## src/design/eafd_pkg.sv

```systemverilog
// Shared types and constants for the Easter and feast date core.
package eafd_pkg;

    localparam int YEAR_W  = 14;
    localparam int DOY_W   = 8;
    localparam int MONTH_W = 3;
    localparam int DAY_W   = 5;

    typedef logic [YEAR_W-1:0]  year_t;
    typedef logic [DOY_W-1:0]   doy_t;
    typedef logic [MONTH_W-1:0] month_t;
    typedef logic [DAY_W-1:0]   day_t;

    typedef struct packed {
        month_t month;
        day_t   day;
    } md_t;

    // month codes
    localparam month_t MONTH_JAN = 3'd1;
    localparam month_t MONTH_FEB = 3'd2;
    localparam month_t MONTH_MAR = 3'd3;
    localparam month_t MONTH_APR = 3'd4;
    localparam month_t MONTH_MAY = 3'd5;
    localparam month_t MONTH_JUN = 3'd6;

    // last day of year of each month, common year; add one from February on in a leap year
    localparam doy_t END_JAN = 8'd31;
    localparam doy_t END_FEB = 8'd59;
    localparam doy_t END_MAR = 8'd90;
    localparam doy_t END_APR = 8'd120;
    localparam doy_t END_MAY = 8'd151;

    // feast offsets from Easter Sunday, in days
    localparam doy_t CARN_START_OFS = 8'd49;
    localparam doy_t CARN_END_OFS   = 8'd47;
    localparam doy_t GOOD_FRI_OFS   = 8'd2;
    localparam doy_t ASCENSION_OFS  = 8'd39;
    localparam doy_t WHITSUN_OFS    = 8'd49;

    // reciprocals for division by constants: q = (x * MUL) >> SHIFT, exact over the used range
    localparam int DIV100_MUL = 5243;   // shift 19, x < 16384
    localparam int DIV19_MUL  = 55189;  // shift 20, x < 16384
    localparam int DIV25_MUL  = 41;     // shift 10, x < 172
    localparam int DIV3_MUL   = 171;    // shift 9,  x < 165
    localparam int DIV30_MUL  = 2185;   // shift 16, x < 521
    localparam int DIV7_MUL   = 147;    // shift 10, x < 87

endpackage

```

## src/design/eafd_md_conv.sv

```systemverilog
// Day-of-year to month and day-of-month conversion, January to June.
module eafd_md_conv (
    input  eafd_pkg::doy_t doy_i,
    input  logic           leap_i,
    output eafd_pkg::md_t  md_o
);
    import eafd_pkg::*;

    doy_t   end_feb;
    doy_t   end_mar;
    doy_t   end_apr;
    doy_t   end_may;
    doy_t   month_base;
    month_t month;

    always_comb begin
        end_feb = END_FEB + doy_t'(leap_i);
        end_mar = END_MAR + doy_t'(leap_i);
        end_apr = END_APR + doy_t'(leap_i);
        end_may = END_MAY + doy_t'(leap_i);
        // strictly greater: the last day of a month stays in it
        if (doy_i > end_may) begin
            month      = MONTH_JUN;
            month_base = end_may;
        end else if (doy_i > end_apr) begin
            month      = MONTH_MAY;
            month_base = end_apr;
        end else if (doy_i > end_mar) begin
            month      = MONTH_APR;
            month_base = end_mar;
        end else if (doy_i > end_feb) begin
            month      = MONTH_MAR;
            month_base = end_feb;
        end else if (doy_i > END_JAN) begin
            month      = MONTH_FEB;
            month_base = END_JAN;
        end else begin
            month      = MONTH_JAN;
            month_base = '0;
        end
        md_o.month = month;
        md_o.day   = day_t'(doy_i - month_base);
    end

endmodule

```

## src/design/easter_and_feast_dates_core.sv

```systemverilog
// Top level: pipelined Easter computus and feast date core.
//
// Usage
//   Slave channel s_*: one word per year, s_tdata[13:0] = year (0..16383),
//   Gregorian, proleptic before 1583. Upper bits of s_tdata are ignored.
//   Master channel m_*: one word per year with the month and day of Easter
//   Sunday, carnival start (-49), carnival end (-47), Good Friday (-2),
//   Ascension (+39) and Whitsuntide (+49).
//   Output: m_tvalid is the valid bit of the last register stage; its word
//   is taken at an edge where m_tready is high.
//   Throughput: one year per cycle while m_tready is high; the eight register
//   stages each carry a valid bit and all move together when the result side takes words.
//   Stall: when m_tready is low the last stage holds its word; earlier stages
//   keep advancing into empty slots, so s_tready stays high until every stage
//   is full. Nothing is dropped or repeated.
//   Reset (aresetn low, synchronous): all valid bits clear, the pipeline is
//   empty and s_tready is high in the first cycle after release.
//   Stages: 1 reciprocal products for /100 and /19, 2 a, b, c, 3 century
//   terms and leap flag, 4 h (mod 30), 5 l (mod 7), 6 day offset of Easter,
//   7 Easter month/day and day of year, 8 feast month/day conversion.
module easter_and_feast_dates_core (
    input  logic        aclk,
    input  logic        aresetn,
    input  logic        s_tvalid,
    output logic        s_tready,
    input  logic [15:0] s_tdata,   // [13:0] year, [15:14] zero
    output logic        m_tvalid,
    input  logic        m_tready,
    output logic [47:0] m_tdata    // paschal_month[2:0], paschal_day[7:3],
                                   // carnival_start_month[9:8], carnival_start_day[14:10],
                                   // carnival_end_month[16:15], carnival_end_day[21:17],
                                   // good_friday_month[24:22], good_friday_day[29:25],
                                   // ascension_month[32:30], ascension_day_of_month[37:33],
                                   // whitsun_month[40:38], whitsun_day[45:41], [47:46] zero
);
    import eafd_pkg::*;

    localparam int NUM_STAGES = 8;

    // stage control
    logic [NUM_STAGES-1:0] v_reg;
    logic [NUM_STAGES-1:0] v_next;
    logic [NUM_STAGES-1:0] en;

    // stage 1
    year_t        s1_y_next,    s1_y_reg;
    logic [26:0]  s1_p100_next, s1_p100_reg;
    logic [29:0]  s1_p19_next,  s1_p19_reg;
    // stage 2
    logic [4:0]   s2_a_next, s2_a_reg;     // year mod 19
    logic [7:0]   s2_b_next, s2_b_reg;     // century
    logic [6:0]   s2_c_next, s2_c_reg;     // year in century
    logic [9:0]   s2_q19;
    // stage 3
    logic [9:0]   s3_hx_next, s3_hx_reg;
    logic [4:0]   s3_a_reg;
    logic [1:0]   s3_e_next,  s3_e_reg;
    logic [4:0]   s3_i_next,  s3_i_reg;
    logic [1:0]   s3_k_next,  s3_k_reg;
    logic         s3_leap_next, s3_leap_reg;
    logic [7:0]   s3_t;
    logic [13:0]  s3_pf;
    logic [2:0]   s3_f;
    logic [7:0]   s3_u;
    logic [15:0]  s3_pg;
    logic [5:0]   s3_g;
    // stage 4
    logic [4:0]   s4_h_next,  s4_h_reg;
    logic [6:0]   s4_lx_next, s4_lx_reg;
    logic [4:0]   s4_a_reg;
    logic         s4_leap_reg;
    logic [21:0]  s4_ph;
    logic [5:0]   s4_qh;
    // stage 5
    logic [2:0]   s5_l_next, s5_l_reg;
    logic [4:0]   s5_h_reg;
    logic [4:0]   s5_a_reg;
    logic         s5_leap_reg;
    logic [14:0]  s5_pl;
    logic [4:0]   s5_ql;
    // stage 6
    logic [7:0]   s6_base_next, s6_base_reg;
    logic         s6_leap_reg;
    logic [9:0]   s6_mx;
    // stage 7
    month_t       s7_em_next,  s7_em_reg;
    day_t         s7_ed_next,  s7_ed_reg;
    doy_t         s7_doy_next, s7_doy_reg;
    logic         s7_leap_reg;
    logic         s7_april;
    // stage 8
    md_t          cs_md, ce_md, gf_md, asc_md, wh_md;
    month_t       s8_em_reg;
    day_t         s8_ed_reg;
    md_t          s8_cs_reg, s8_ce_reg, s8_gf_reg, s8_asc_reg, s8_wh_reg;

    // ---------------------------------------------------------------
    // Flow control: a stage loads when it is empty or its word moves on.
    // ---------------------------------------------------------------
    always_comb begin
        en[NUM_STAGES-1] = !v_reg[NUM_STAGES-1] || m_tready;
        for (int k = NUM_STAGES - 2; k >= 0; k--) begin
            en[k] = !v_reg[k] || en[k+1];
        end
        v_next = {v_reg[NUM_STAGES-2:0], s_tvalid};
    end

    assign s_tready = en[0];

    always_ff @(posedge aclk) begin
        if (!aresetn) begin
            v_reg <= '0;
        end else begin
            for (int k = 0; k < NUM_STAGES; k++) begin
                if (en[k]) begin
                    v_reg[k] <= v_next[k];
                end
            end
        end
    end

    // ---------------------------------------------------------------
    // Datapath
    // ---------------------------------------------------------------
    always_comb begin
        // stage 1: reciprocal products
        s1_y_next    = s_tdata[YEAR_W-1:0];
        s1_p100_next = 27'(s1_y_next) * 27'(DIV100_MUL);
        s1_p19_next  = 30'(s1_y_next) * 30'(DIV19_MUL);

        // stage 2: a = y mod 19, b = y / 100, c = y mod 100
        s2_b_next = s1_p100_reg[26:19];
        s2_q19    = s1_p19_reg[29:20];
        s2_a_next = 5'(s1_y_reg - 14'(14'(s2_q19) * 14'd19));
        s2_c_next = 7'(s1_y_reg - 14'(s2_b_next) * 14'd100);

        // stage 3: f, g, the sum for h, and the leap flag
        s3_t  = s2_b_reg + 8'd8;
        s3_pf = 14'(s3_t) * 14'(DIV25_MUL);
        s3_f  = s3_pf[12:10];
        s3_u  = s2_b_reg + 8'd1 - 8'(s3_f);
        s3_pg = 16'(s3_u) * 16'(DIV3_MUL);
        s3_g  = s3_pg[14:9];
        s3_hx_next = 10'(s2_a_reg) * 10'd19 + 10'(s2_b_reg) + 10'd15
                   - 10'(s2_b_reg[7:2]) - 10'(s3_g);
        s3_e_next = s2_b_reg[1:0];
        s3_i_next = s2_c_reg[6:2];
        s3_k_next = s2_c_reg[1:0];
        // y mod 4 equals c mod 4; y mod 400 is zero when c and b mod 4 are
        s3_leap_next = (s2_c_reg[1:0] == 2'd0)
                    && !((s2_c_reg == 7'd0) && (s2_b_reg[1:0] != 2'd0));

        // stage 4: h = hx mod 30, then the sum for l
        s4_ph      = 22'(s3_hx_reg) * 22'(DIV30_MUL);
        s4_qh      = s4_ph[21:16];
        s4_h_next  = 5'(s3_hx_reg - 10'(s4_qh) * 10'd30);
        s4_lx_next = 7'd32 + 7'({s3_e_reg, 1'b0}) + 7'({s3_i_reg, 1'b0})
                   - 7'(s4_h_next) - 7'(s3_k_reg);

        // stage 5: l = lx mod 7
        s5_pl     = 15'(s4_lx_reg) * 15'(DIV7_MUL);
        s5_ql     = s5_pl[14:10];
        s5_l_next = 3'(s4_lx_reg - 7'(s5_ql) * 7'd7);

        // stage 6: m is 0 or 1, so the divide by 451 is one compare
        s6_mx        = 10'(s5_a_reg) + 10'(s5_h_reg) * 10'd11 + 10'(s5_l_reg) * 10'd22;
        s6_base_next = 8'(s5_h_reg) + 8'(s5_l_reg) + 8'd114
                     - ((s6_mx >= 10'd451) ? 8'd7 : 8'd0);

        // stage 7: base spans 31*3..31*5-1, so month is 3 or 4
        s7_april    = (s6_base_reg >= 8'd124);
        s7_em_next  = s7_april ? MONTH_APR : MONTH_MAR;
        s7_ed_next  = s7_april ? day_t'(s6_base_reg - 8'd123) : day_t'(s6_base_reg - 8'd92);
        s7_doy_next = doy_t'(s7_ed_next) + (s7_april ? END_MAR : END_FEB)
                    + doy_t'(s6_leap_reg);
    end

    // stage 8: feast dates back to month and day
    eafd_md_conv u_conv_cs (
        .doy_i  (s7_doy_reg - CARN_START_OFS),
        .leap_i (s7_leap_reg),
        .md_o   (cs_md)
    );
    eafd_md_conv u_conv_ce (
        .doy_i  (s7_doy_reg - CARN_END_OFS),
        .leap_i (s7_leap_reg),
        .md_o   (ce_md)
    );
    eafd_md_conv u_conv_gf (
        .doy_i  (s7_doy_reg - GOOD_FRI_OFS),
        .leap_i (s7_leap_reg),
        .md_o   (gf_md)
    );
    eafd_md_conv u_conv_asc (
        .doy_i  (s7_doy_reg + ASCENSION_OFS),
        .leap_i (s7_leap_reg),
        .md_o   (asc_md)
    );
    eafd_md_conv u_conv_wh (
        .doy_i  (s7_doy_reg + WHITSUN_OFS),
        .leap_i (s7_leap_reg),
        .md_o   (wh_md)
    );

    // payload registers, no reset
    always_ff @(posedge aclk) begin
        if (en[0]) begin
            s1_y_reg    <= s1_y_next;
            s1_p100_reg <= s1_p100_next;
            s1_p19_reg  <= s1_p19_next;
        end
        if (en[1]) begin
            s2_a_reg <= s2_a_next;
            s2_b_reg <= s2_b_next;
            s2_c_reg <= s2_c_next;
        end
        if (en[2]) begin
            s3_hx_reg   <= s3_hx_next;
            s3_a_reg    <= s2_a_reg;
            s3_e_reg    <= s3_e_next;
            s3_i_reg    <= s3_i_next;
            s3_k_reg    <= s3_k_next;
            s3_leap_reg <= s3_leap_next;
        end
        if (en[3]) begin
            s4_h_reg    <= s4_h_next;
            s4_lx_reg   <= s4_lx_next;
            s4_a_reg    <= s3_a_reg;
            s4_leap_reg <= s3_leap_reg;
        end
        if (en[4]) begin
            s5_l_reg    <= s5_l_next;
            s5_h_reg    <= s4_h_reg;
            s5_a_reg    <= s4_a_reg;
            s5_leap_reg <= s4_leap_reg;
        end
        if (en[5]) begin
            s6_base_reg <= s6_base_next;
            s6_leap_reg <= s5_leap_reg;
        end
        if (en[6]) begin
            s7_em_reg   <= s7_em_next;
            s7_ed_reg   <= s7_ed_next;
            s7_doy_reg  <= s7_doy_next;
            s7_leap_reg <= s6_leap_reg;
        end
        if (en[7]) begin
            s8_em_reg  <= s7_em_reg;
            s8_ed_reg  <= s7_ed_reg;
            s8_cs_reg  <= cs_md;
            s8_ce_reg  <= ce_md;
            s8_gf_reg  <= gf_md;
            s8_asc_reg <= asc_md;
            s8_wh_reg  <= wh_md;
        end
    end

    // result word
    assign m_tvalid = v_reg[NUM_STAGES-1];
    assign m_tdata  = {2'b00,
                       s8_wh_reg.day,  s8_wh_reg.month,
                       s8_asc_reg.day, s8_asc_reg.month,
                       s8_gf_reg.day,  s8_gf_reg.month,
                       s8_ce_reg.day,  s8_ce_reg.month[1:0],
                       s8_cs_reg.day,  s8_cs_reg.month[1:0],
                       s8_ed_reg,      s8_em_reg};

    // ---------------------------------------------------------------
    // Assertions
    // ---------------------------------------------------------------
    // input held back only when every stage is occupied
    a_ready_full: assert property (@(posedge aclk) disable iff (!aresetn)
        !s_tready |-> (&v_reg))
        else $error("s_tready low with an empty pipeline stage");

    // Good Friday two days before Easter within the same month
    a_good_friday: assert property (@(posedge aclk) disable iff (!aresetn)
        (m_tvalid && (m_tdata[7:3] >= 5'd3))
            |-> ((m_tdata[24:22] == m_tdata[2:0]) && (m_tdata[29:25] == m_tdata[7:3] - 5'd2)))
        else $error("Good Friday does not match Easter");

    // carnival end two days after carnival start
    a_carnival: assert property (@(posedge aclk) disable iff (!aresetn)
        (m_tvalid && (m_tdata[14:10] <= 5'd26))
            |-> ((m_tdata[16:15] == m_tdata[9:8]) && (m_tdata[21:17] == m_tdata[14:10] + 5'd2)))
        else $error("carnival end does not follow carnival start");

endmodule
```

## config.mk

```make
export PLATFORM = sky130hd
export DESIGN_NAME = easter_and_feast_dates_core
export DESIGN_NICKNAME = d
export VERILOG_FILES = /design/src/design/eafd_pkg.sv /design/src/design/eafd_md_conv.sv /design/src/design/easter_and_feast_dates_core.sv
export SDC_FILE = /design/constraint.sdc
export NUM_CORES = 1
export LEC_CHECK = 0
export BUFFER_PORTS_ARGS = -buffer_cell sky130_fd_sc_hd__buf_2
export CORE_MARGIN = 10
export CORE_UTILIZATION = 42
export DETAILED_ROUTE_END_ITERATION = 6
export HOLD_SLACK_MARGIN = 0.06
export PLACE_DENSITY = 0.62
export SLEW_MARGIN = 30
export SYNTH_ARGS = -nofsm -noshare
export SYNTH_HDL_FRONTEND = slang
export SYNTH_SLANG_ARGS = --single-unit
```

## constraint.sdc

```tcl
create_clock -name aclk -period 26.2 [get_ports aclk]
set_input_delay 1.31 -clock aclk [delete_from_list [all_inputs] [get_ports aclk]]
set_output_delay 1.31 -clock aclk [all_outputs]
set_load 0.005 [all_outputs]
```

==> summary.md <==
| Metric | Value |
|---|---|
| Status | `finished clean` |
| Final Critical Period | `11.48 ns` |
| Synth area leaders | `ha_1, edfxtp_1, fa_1` |
| Die height | `247.0 um` |
| # DRC | `0` |
| Max Clk Rate | `87.15 MHz` |
| Via count | `14075` |
| Area fraction of the dominant cell type after synthesis | `26.82%` |
| DRT iter0 DRCs | `688` |
| Drt total wl | `41870 um` |
| Area grow syn2layout | `7.612%` |
| Share of cells above drive strength 1 | `6.038%` |
| Clk_lat worst skew | `0.44 ns` |
| Max-cap viol count | `0` |
| Hold WC Path Type | `register to register` |
| Rows | `83` |
| CTS tree | `done` |
| Slew HR | `37.64%` |
| Ys async rst share | `0%` |
| Cts bufs inserted | `17` |
| CP endpoint kind | `register` |
| Register bit total from synthesis | `174` |
| Crit path max-delay cell type | `fa_1` |
| Port Buffer Count | `65` |
| First-pass GRT wire length | `71300 um` |
| Initial core utilization | `42.28%` |
| Longest Clk Path Bufs | `2` |
| Post-synthesis sequential area ratio | `23.77%` |
| Core Util, Final | `45.50%` |
| Chip width | `247.0 um` |
| Area leader, netlist | `ha_1` |
| R2R Setup Slk | `14.72 ns` |
| Cell count after synthesis | `2044` |
| Most common cell after layout, fill and taps aside | `inv_1` |
| Slowest stage delay, CP | `0.60 ns` |
| RSZ-0062 raised after global routing | `false` |
| Crit-path max FO | `8` |
| Placed cell count | `2768` |
| Hold-fix buffers, CTS | `0` |
| Setup Viol. Count Final | `0` |
| Yosys cell types | `83` |
| Post-DR wirelength/cell | `14.95 um` |
| Crit path top cell by count | `ha_1` |
| Antenna violations before repair | `1` |
| Tcrit/Tclk final | `43.80%` |
| Post-CTS sizing | `0` |
| NumNets Final | `2798` |
| Via density | `5.027` |
| Gr ovfl total | `0` |
| Clk slew on worst S/H paths | `0.07 ns` |
| IO Pins | `70` |
| Antenna fix cells | `0` |
| Number of flops mapped to enable cells by yosys | `166` |
| Pin count of the biggest net entering global routing | `46` |
| Max reg flops | `38` |
| 1st-pass router iterations | `5` |
| Syn Area/Cell | `10.59 um^2` |
| Total GRT Usage | `14.18%` |
| Netlist Area Pre-Place | `21650 um^2` |
| Critical path required time | `26.38 ns` |
| CTS H-tree lvls | `4` |
| Most used DFF post-synth | `edfxtp_1` |
| Total Die Area | `61020 um^2` |
| Final Hold Fails | `0` |
| Synth warn | `0` |
| Layout Skew | `0.01527 ns` |
| HPWL after DPL | `34860 um` |
| Crit start category | `register` |
| DRT antenna net count | `0` |
| Max-slew violation count | `0` |
| Arrival time at the worst endpoint | `11.66 ns` |
| Fillers | `4740` |
| Critical path type | `register to register` |
| # clock sinks | `174` |
| Root Driver | `clkbuf_16` |
| Number of global-route vias before repair | `14675` |
| Post-route setup TNS | `0 ns` |
| Core area | `51200 um^2` |
| Gpl congestion | `0.9019` |
| # Post-CTS Setup Buffers | `0` |
| Fin cells | `2800` |
| Measured slew at the worst slew-check pin | `0.9355 ns` |
| Most frequent cells in the layout | `inv_1, ha_1, fa_1` |
-- path summary, 6_finish.rpt --
path | startpoint | endpoint | cells past startpoint
setup / recovery | s2_b_reg[5]$_DFFE_PP_ | s3_hx_reg[9]$_DFFE_PP_ | 45
hold / removal | s7_em_reg[1]$_DFFE_PP_ | s8_em_reg[1]$_DFFE_PP_ | 0
setup reg to reg | s2_b_reg[5]$_DFFE_PP_ | s3_hx_reg[9]$_DFFE_PP_ | 45
hold reg to reg | s7_em_reg[1]$_DFFE_PP_ | s8_em_reg[1]$_DFFE_PP_ | 0
-- cells by family after synthesis --
kind of cell / synth area share (%)
buf+inv: 8.999
compound gates: 9.797
simple gates: 5.514
other cells: 0.01732
fa+ha+maj: 45.96
xor+xnor: 5.849
flops: 23.77
mux: 0.09825
-- critical path: cells and delay by family, from the launching register on --
| family | cells | cell delay [ns] |
|---|---|---|
| XOR/XNOR | 5 | 1.26 |
| AO/OA/AOI/OAI | 11 | 1.96 |
| AND/OR/NAND/NOR | 5 | 0.84 |
| adder cells (fa/ha/maj) | 17 | 6.25 |
| flip-flops | 1 | 0.54 |
| buffers and inverters | 7 | 0.39 |
-- routing by layer --
metal | track usage, % | wire length (um) | vias up
li1 | - | - | 6972
met1 | 17.95 | 18830 | 6842
met2 | 25.47 | 21190 | 217
met3 | 1.489 | 1279 | 44
met4 | 3.247 | 565 | 0
met5 | 0 | 0 | -
-- area by class of cell --
class                   instances  area, um^2  share of cell area [%]
clock buffers                  17       425.4                   1.826
clock inverters                15       138.9                  0.5962
inverters                     482        1809                   7.766
multi-input cells            1362       14560                   62.52
flip-flops and latches        174        5145                   22.08
well taps                     680       850.8                   3.652
repair buffers                 70       362.8                   1.558
-- synth_stat cells, types with 11 or more instances --
master      n
inv_1     481
ha_1      464
fa_1      207
edfxtp_1  166
xnor2_1   120
a21oi_1    83
o21ai_0    58
nand2_1    48
nor2_1     46
a21o_1     33
nor2b_1    23
xor2_1     22
nor3_1     21
nand3_1    18
o21a_1     15
a211oi_1   14
nand2b_1   14
nand4_1    13
buf_2      11
o21bai_1   11
-- per-stage QoR --
stage,cell area (um^2),hold slack (ns),setup WS (ns)
floorplan,21650,0.4003,15.58
global placement,22730,0.4004,14.73
detailed placement,22730,0.4054,14.58
CTS,23290,0.4161,14.52
global route,23300,0.4261,13.78
finish,23300,0.4142,14.72
Power is not shown: default switching activity piles up to over one toggle a cycle in this logic, so the estimate is an artifact.
